## src/design/lkvt_pkg.sv

```systemverilog
package lkvt_pkg;

    localparam int TABLE_DEPTH = 16;
    localparam int KEY_BITS    = 16;
    localparam int VALUE_BITS  = 32;
    localparam int IDX_BITS    = (TABLE_DEPTH > 1) ? $clog2(TABLE_DEPTH) : 1;
    localparam int CNT_BITS    = $clog2(TABLE_DEPTH + 1);

    // request codes carried in req_type
    typedef enum logic [1:0] {
        OP_SET  = 2'd0,
        OP_GET  = 2'd1,
        OP_DEL  = 2'd2,
        OP_NONE = 2'd3
    } op_t;

    typedef struct packed {
        logic [1:0]            req_type;
        logic [KEY_BITS-1:0]   req_key;
        logic [VALUE_BITS-1:0] req_value;
    } req_t;

    typedef struct packed {
        logic                  hit;
        logic [VALUE_BITS-1:0] read_value;
        logic                  full_error;
        logic [CNT_BITS-1:0]   entry_count;
    } rsp_t;

    typedef struct packed {
        logic [KEY_BITS-1:0]   key;
        logic [VALUE_BITS-1:0] value;
    } entry_t;

endpackage

```

## src/design/linear_key_value_table.sv

```systemverilog
// Key-value table of up to 16 entries kept in insertion order in one
// synchronous RAM (one write port, one registered read port). Each request
// item (set, get or delete) is taken only while the block is idle and gives
// exactly one response item. A request scans the stored keys oldest first, one
// RAM read per cycle, and stops at the first match. A delete that hits then moves
// every later entry down one place through the same RAM, one entry per cycle.
// A set of a new key into a full table is dropped and flagged with full_error.
// The response sits in an output register, so the next request may enter while
// the previous response still waits to be taken.
module linear_key_value_table (
    input  logic           clk,
    input  logic           rst_n,
    input  logic           req_valid,
    output logic           req_ready,
    input  lkvt_pkg::req_t req,
    output logic           rsp_valid,
    input  logic           rsp_ready,
    output lkvt_pkg::rsp_t rsp
);
    import lkvt_pkg::*;

    typedef enum logic [4:0] {
        ST_IDLE    = 5'b00001,
        ST_SCAN    = 5'b00010,
        ST_RESOLVE = 5'b00100,
        ST_SHIFT   = 5'b01000,
        ST_FINISH  = 5'b10000
    } state_t;

    state_t                state_reg, state_next;
    req_t                  req_reg, req_next;
    logic [CNT_BITS-1:0]   used_count_reg, used_count_next;
    logic [CNT_BITS-1:0]   issue_cnt_reg, issue_cnt_next;
    logic                  cmp_valid_reg, cmp_valid_next;
    logic [IDX_BITS-1:0]   cmp_idx_reg, cmp_idx_next;
    logic                  found_reg, found_next;
    logic [IDX_BITS-1:0]   pos_reg, pos_next;
    logic [VALUE_BITS-1:0] found_value_reg, found_value_next;
    logic [VALUE_BITS-1:0] res_value_reg, res_value_next;
    logic                  res_full_reg, res_full_next;
    logic                  rsp_valid_reg, rsp_valid_next;
    rsp_t                  rsp_reg, rsp_next;

    entry_t                mem [TABLE_DEPTH];
    entry_t                rd_data_reg;
    logic                  rd_en;
    logic [IDX_BITS-1:0]   rd_addr;
    logic                  wr_en;
    logic [IDX_BITS-1:0]   wr_addr;
    entry_t                wr_data;

    logic                  scan_issue;
    logic                  match;

    always_ff @(posedge clk)
    begin
        if (wr_en)
        begin
            mem[wr_addr] <= wr_data;
        end
        if (rd_en)
        begin
            rd_data_reg <= mem[rd_addr];
        end
    end

    assign scan_issue = issue_cnt_reg < used_count_reg;
    assign match      = cmp_valid_reg && (rd_data_reg.key == req_reg.req_key);
    assign rd_addr    = issue_cnt_reg[IDX_BITS-1:0];

    always_comb
    begin
        state_next       = state_reg;
        req_next         = req_reg;
        used_count_next  = used_count_reg;
        issue_cnt_next   = issue_cnt_reg;
        cmp_valid_next   = cmp_valid_reg;
        cmp_idx_next     = cmp_idx_reg;
        found_next       = found_reg;
        pos_next         = pos_reg;
        found_value_next = found_value_reg;
        res_value_next   = res_value_reg;
        res_full_next    = res_full_reg;
        rsp_next         = rsp_reg;
        rsp_valid_next   = rsp_valid_reg && !rsp_ready;
        rd_en            = 1'b0;
        wr_en            = 1'b0;
        wr_addr          = '0;
        wr_data          = '0;

        unique case (state_reg)
            ST_IDLE:
            begin
                if (req_valid)
                begin
                    req_next       = req;
                    issue_cnt_next = '0;
                    cmp_valid_next = 1'b0;
                    found_next     = 1'b0;
                    state_next     = ST_SCAN;
                end
            end

            ST_SCAN:
            begin
                if (match)
                begin
                    found_next       = 1'b1;
                    pos_next         = cmp_idx_reg;
                    found_value_next = rd_data_reg.value;
                    cmp_valid_next   = 1'b0;
                    state_next       = ST_RESOLVE;
                end
                else if (!scan_issue && !cmp_valid_reg)
                begin
                    state_next = ST_RESOLVE;
                end
                else
                begin
                    // keep one read in flight ahead of the compare
                    rd_en          = scan_issue;
                    cmp_valid_next = scan_issue;
                    cmp_idx_next   = issue_cnt_reg[IDX_BITS-1:0];
                    if (scan_issue)
                    begin
                        issue_cnt_next = issue_cnt_reg + CNT_BITS'(1);
                    end
                end
            end

            ST_RESOLVE:
            begin
                res_value_next = '0;
                res_full_next  = 1'b0;
                state_next     = ST_FINISH;
                unique case (req_reg.req_type)
                    OP_SET:
                    begin
                        if (found_reg)
                        begin
                            wr_en   = 1'b1;
                            wr_addr = pos_reg;
                            wr_data = '{key: req_reg.req_key, value: req_reg.req_value};
                        end
                        else if (used_count_reg == CNT_BITS'(TABLE_DEPTH))
                        begin
                            res_full_next = 1'b1;
                        end
                        else
                        begin
                            wr_en           = 1'b1;
                            wr_addr         = used_count_reg[IDX_BITS-1:0];
                            wr_data         = '{key: req_reg.req_key,
                                                value: req_reg.req_value};
                            used_count_next = used_count_reg + CNT_BITS'(1);
                        end
                    end
                    OP_GET:
                    begin
                        if (found_reg)
                        begin
                            res_value_next = found_value_reg;
                        end
                    end
                    OP_DEL:
                    begin
                        if (found_reg)
                        begin
                            issue_cnt_next = CNT_BITS'(pos_reg) + CNT_BITS'(1);
                            cmp_valid_next = 1'b0;
                            state_next     = ST_SHIFT;
                        end
                    end
                    default:
                    begin
                    end
                endcase
            end

            ST_SHIFT:
            begin
                // read entry j+1, write it back at j on the next cycle
                rd_en          = scan_issue;
                cmp_valid_next = scan_issue;
                cmp_idx_next   = issue_cnt_reg[IDX_BITS-1:0];
                if (scan_issue)
                begin
                    issue_cnt_next = issue_cnt_reg + CNT_BITS'(1);
                end
                if (cmp_valid_reg)
                begin
                    wr_en   = 1'b1;
                    wr_addr = cmp_idx_reg - IDX_BITS'(1);
                    wr_data = rd_data_reg;
                end
                if (!scan_issue && !cmp_valid_reg)
                begin
                    used_count_next = used_count_reg - CNT_BITS'(1);
                    state_next      = ST_FINISH;
                end
            end

            ST_FINISH:
            begin
                if (!rsp_valid_reg || rsp_ready)
                begin
                    rsp_valid_next       = 1'b1;
                    rsp_next.hit         = found_reg;
                    rsp_next.read_value  = res_value_reg;
                    rsp_next.full_error  = res_full_reg;
                    rsp_next.entry_count = used_count_reg;
                    state_next           = ST_IDLE;
                end
            end

            default:
            begin
                state_next = ST_IDLE;
            end
        endcase
    end

    always_ff @(posedge clk or negedge rst_n)
    begin
        if (!rst_n)
        begin
            state_reg      <= ST_IDLE;
            used_count_reg <= '0;
            cmp_valid_reg  <= 1'b0;
            rsp_valid_reg  <= 1'b0;
        end
        else
        begin
            state_reg      <= state_next;
            used_count_reg <= used_count_next;
            cmp_valid_reg  <= cmp_valid_next;
            rsp_valid_reg  <= rsp_valid_next;
        end
    end

    always_ff @(posedge clk)
    begin
        req_reg         <= req_next;
        issue_cnt_reg   <= issue_cnt_next;
        cmp_idx_reg     <= cmp_idx_next;
        found_reg       <= found_next;
        pos_reg         <= pos_next;
        found_value_reg <= found_value_next;
        res_value_reg   <= res_value_next;
        res_full_reg    <= res_full_next;
        rsp_reg         <= rsp_next;
    end

    assign req_ready = (state_reg == ST_IDLE);
    assign rsp_valid = rsp_valid_reg;
    assign rsp       = rsp_reg;

    a_count_bounded: assert property (@(posedge clk) disable iff (!rst_n)
        used_count_reg <= CNT_BITS'(TABLE_DEPTH))
        else $error("entry count above table depth");

    a_count_stable: assert property (@(posedge clk) disable iff (!rst_n)
        (state_reg != ST_RESOLVE && state_reg != ST_SHIFT) |=> $stable(used_count_reg))
        else $error("entry count changed outside update states");

    a_full_no_hit: assert property (@(posedge clk) disable iff (!rst_n)
        (rsp_valid && rsp.full_error) |-> !rsp.hit)
        else $error("full flag on a hitting request");

    a_value_needs_hit: assert property (@(posedge clk) disable iff (!rst_n)
        (rsp_valid && rsp.read_value != '0) |-> rsp.hit)
        else $error("read value without hit");

    a_no_write_in_scan: assert property (@(posedge clk) disable iff (!rst_n)
        wr_en |-> (state_reg == ST_RESOLVE || state_reg == ST_SHIFT))
        else $error("table write outside update states");

endmodule
```

## config.mk

```make
export PLATFORM = sky130hd
export DESIGN_NAME = linear_key_value_table
export DESIGN_NICKNAME = d
export VERILOG_FILES = /design/src/design/lkvt_pkg.sv /design/src/design/linear_key_value_table.sv
export SDC_FILE = /design/constraint.sdc
export NUM_CORES = 1
export LEC_CHECK = 0
export ABC_CLOCK_PERIOD_IN_PS = 10100
export BUFFER_PORTS_ARGS = -buffer_cell sky130_fd_sc_hd__buf_4
export CAP_MARGIN = 20
export CORE_ASPECT_RATIO = 0.7
export CORE_MARGIN = 8
export CORE_UTILIZATION = 55
export CTS_CLUSTER_DIAMETER = 40
export DETAILED_ROUTE_END_ITERATION = 8
export GPL_TIMING_DRIVEN = 0
export PLACE_DENSITY = 0.83
export SLEW_MARGIN = 40
export SYNTH_ARGS = -nofsm -noshare
export SYNTH_HDL_FRONTEND = slang
export SYNTH_SLANG_ARGS = --single-unit
```

## constraint.sdc

```tcl
create_clock -name clk -period 10.1 [get_ports clk]
set_input_delay 1.515 -clock clk [delete_from_list [all_inputs] [get_ports clk]]
set_output_delay 1.515 -clock clk [all_outputs]
set_load 0.03 [all_outputs]
```

==> out/qor.log <==
qor: setup_path.path_class flip-flop to flip-flop
qor: clock_network.cts-hold-fix-buffers 0
qor: timing.period_minus_slack 4200 ps
qor: layout.final_layout_size_suffix_gt1_frac 0.327
qor: setup_path.crit_path_cell_trace buf_2 -> nor3_4 -> nand3_2 -> o21ba_2 -> buf_2 -> nor2_1 -> nor4_2 -> buf_2 -> buf_4 -> buf_2 -> buf_2 -> buf_2
qor: layout.post-route-util 0.652
qor: layout.largest_reg_flops 768
qor: setup_path.worst_path_most_repeated_cell sky130_fd_sc_hd__buf_2
qor: layout.syn2layout_area_growth 17.5%
qor: clock_network.tritoncts done
qor: clock_network.clkSinkCount 996
qor: setup_path.critical_path_required 10480 ps
qor: floorplan.core_area 0.0680 mm2
qor: setup_path.critPathMaxStageDelay 600 ps
qor: timing.timing.max_slew.rel_slack 0.377
qor: timing.timing.final.hold_violations 0
qor: setup_path.worst_setup_path_end_kind flip-flop
qor: clock_network.clock_insertion_delay_worst_skew 690 ps
qor: timing.rsz_0062_raised_after_global_routing false
qor: detailed_routing.totalWireLength 100000 um
qor: layout.num-nets-final 1936
qor: floorplan.dieArea 0.0773 mm2
qor: power_and_ir_drop.p_comb_frac 0.217
qor: synthesis.syn-mean-instance-area 23.7 um2
qor: timing.setup_viol_count_final 0
qor: power_and_ir_drop.clockPowerShare 0.329
qor: power_and_ir_drop.seq_power_share 0.453
qor: timing.max_freq 238 MHz
qor: clock_network.clock_tree.htree_level_count 3
qor: timing.worst_clock_skew 54.5 ps
qor: floorplan.top_level_ports 95
qor: setup_path.cp_slowest_cell sky130_fd_sc_hd__nor4_2
qor: flow_run.timing.max_cap.violations 0
qor: power_and_ir_drop.fin_total_pwr 10.6 mW
qor: detailed_routing.drt_iter0_drc 3220
qor: synthesis.synthesized_flop_and_latch_total 996
qor: global_routing.wire_length_of_the_first_global_routing_pass 143000 um
qor: global_routing.grt_util_met3 0.0790
qor: global_routing.grt_antenna_before_repair 1
qor: global_routing.grt.met1_usage 0.345
qor: power_and_ir_drop.power.leakage 14.3 nW
qor: synthesis.synth.cell_area 0.0377 mm2
qor: synthesis.synthDistinctLibCells 55
qor: floorplan.initial_core_util 0.554
qor: synthesis.main_synth_ff_type sky130_fd_sc_hd__edfxtp_1
qor: power_and_ir_drop.internal-power 7.69 mW
qor: synthesis.mappedNetlistNets 1651
qor: place.detailed_placer_s_ending_hpwl 61400 um
qor: global_routing.globalRouteOverflowTotal 0
qor: setup_path.maximum_fanout_encountered_on_the_critical_timing_path 10
qor: layout.postLayoutCellArea 0.0443 mm2
qor: floorplan.die-width 329 um
qor: power_and_ir_drop.power_switching 2.91 mW
qor: clock_network.cts_setup_buffers 0
qor: clock_network.clock_tree.buffer_depth 3
qor: global_routing.globalRouteMet2Util 0.408
qor: synthesis.syn-instance-count 1587
qor: floorplan.fp.dieH 235 um
qor: global_routing.track_usage 0.259
qor: hold_path.min_path_cells 0
qor: place.port-buffer-count 94
qor: layout.area_occupied_by_multi_input_gates 0.00749 mm2
qor: power_and_ir_drop.power_density 239 mW/mm2
qor: synthesis.postSynth.asyncResetShare 0.0120
qor: hold_path.hold_path.class flip-flop to flip-flop
qor: synthesis.ys_seq_area_frac 0.792
qor: layout.filler_cell_count 4038
qor: synthesis.synth_edf_count 984
qor: power_and_ir_drop.vdd_ir_drop_max 0.000156 V
qor: setup_path.worst_setup_sp_type flip-flop
qor: clock_network.number_of_buffers_created_by_cts 93
qor: detailed_routing.drc 0
qor: layout.area.sequential 0.0298 mm2
qor: timing.transition_time_at_the_pin_with_the_least_slew_margin 934 ps
qor: global_routing.vias_in_the_first_global_route 19900
qor: detailed_routing.first_pass_iters 6
qor: timing.slew_viol_final 0
qor: detailed_routing.drt-vias-per-instance 6.76
qor: power_and_ir_drop.sw_frac_of_total 0.274
qor: clock_network.post_cts_resize_count 0
qor: place.postPlaceCellArea 0.0412 mm2
qor: place.gpl.final_weighted_congestion 0.814
qor: setup_path.cp_data_arrival_time 4580 ps
qor: detailed_routing.route.antenna.remaining_nets 0
qor: global_routing.grt_start_max_net_pins 30
qor: timing.final_cycle_share 0.415
qor: clock_network.clk_root_buffer_cell sky130_fd_sc_hd__clkbuf_16
qor: floorplan.floorplan.rows 80
qor: global_routing.gr-max-usage-layer met2
qor: setup_path.rr_worst_depth 12
qor: synthesis.yosysWarnings 0
qor: outcome.outcome completed
qor: clock_network.worst_setup_hold_path_clk_slew 60 ps
qor: detailed_routing.vias 19300
qor: detailed_routing.wire_per_inst 35.2 um
critical path, delay by kind of cell, from the launching register on:
family	cells	cell delay, ps
buf+inv	7	1800
simple gates	4	1380
compound gates	1	380
flops	1	350
stage by stage:
step / std cells / setup slack [ps] / hold WS (ps) / setup TNS [ps]
after floorplan: 1587 / 3540 / 400 / 0
after global placement: 2583 / -2350 / 405 / -209730
after detailed placement: 2679 / 6050 / 405 / 0
after CTS: 2854 / 6000 / 404 / 0
after global routing: 2854 / 5850 / 401 / 0
final: 2855 / 5900 / 409 / 0
metal layers:
metal  vias to the layer above  part of all wire  routed length (um)
met2                      1707              0.47               47600
li1                       7355                 -                   -
met4                         2             0.041                4080
met3                       336              0.14               14000
met5                         -           0.00013                  13
met1                      9888              0.35               34700
synthesized netlist by cell type (all sizes together), types with 2 or more instances:
master | count | area, um2
nor2b | 6 | 37.5
and3b | 2 | 17.5
mux2i | 7 | 70.1
a22o | 49 | 429
xor2 | 10 | 87.6
ha | 9 | 113
inv | 12 | 45.0
buf | 40 | 317
a21oi | 7 | 35.0
o311ai | 2 | 17.5
nor2 | 27 | 101
and4b | 2 | 20.0
o22ai | 7 | 43.8
nor3 | 6 | 41.3
nand4 | 4 | 25.0
nor4 | 4 | 25.0
and3 | 2 | 12.5
dfrtp | 11 | 275
o22a | 3 | 26.3
and2 | 34 | 213
a21o | 4 | 30.0
a31oi | 2 | 12.5
or3 | 2 | 12.5
mux4 | 240 | 5480
clkbuf | 37 | 139
edfxtp | 984 | 29500
nand3b | 3 | 22.5
nand2 | 23 | 86.3
o21ai | 10 | 53.8
nand3 | 5 | 30.0
xnor2 | 17 | 149
power by group through the flow:
stage	clock network (mW)	registers (mW)	logic [mW]
2_1_floorplan	0	4.85	1.58
3_3_place_gp	0	4.90	2.09
3_5_place_dp	0	4.88	2.22
4_1_cts	3.52	4.80	2.30
5_1_grt	3.67	4.81	2.40
6_report	3.49	4.80	2.30
cells by family after synthesis:
kind of cell | Yosys count | share of synthesized area
AND/OR/NAND/NOR | 124 | 0.0179
buffers and inverters | 89 | 0.0133
adder cells (fa/ha/maj) | 10 | 0.00352
XOR/XNOR | 27 | 0.00628
multiplexers | 248 | 0.148
AO/OA/AOI/OAI | 93 | 0.0192
flip-flops | 996 | 0.792
cell usage in the layout, fill, tap and decap left out, drive strengths merged, types with 7 or more instances in the layout:
master / n
edfxtp: 984
mux4: 240
buf: 226
clkbuf: 148
a22o: 49
clkinv: 42
and2: 34
nor2: 27
inv: 27
nand2: 23
xnor2: 17
dfrtp: 11
xor2: 10
o21ai: 10
ha: 9
mux2i: 7
o22ai: 7
a21oi: 7
final timing paths:
path                       slack (ps)    startpoint                end
setup / recovery                 5900  state_reg[4]         mem[4][22]
hold / removal                    410  res_full_reg             rsp[5]
setup reg to reg                 5900  state_reg[4]         mem[4][22]
hold reg to reg                   410  res_full_reg             rsp[5]
max in group asynchronous        9180         rst_n       state_reg[0]
min in group asynchronous         690         rst_n  used_count_reg[2]
area by class of cell:
type	instances	share of cell area
Clock inverter	68	0.0146
Buffer	77	0.0109
Inverter	12	0.00107
Clock buffer	107	0.0537
Timing Repair Buffer	190	0.0509
Antenna cell	1	0.0000565
Multi-Input combinational cell	502	0.169
Tap cell	902	0.0255
Sequential cell	996	0.674
Power figures use the tool's default switching activity.
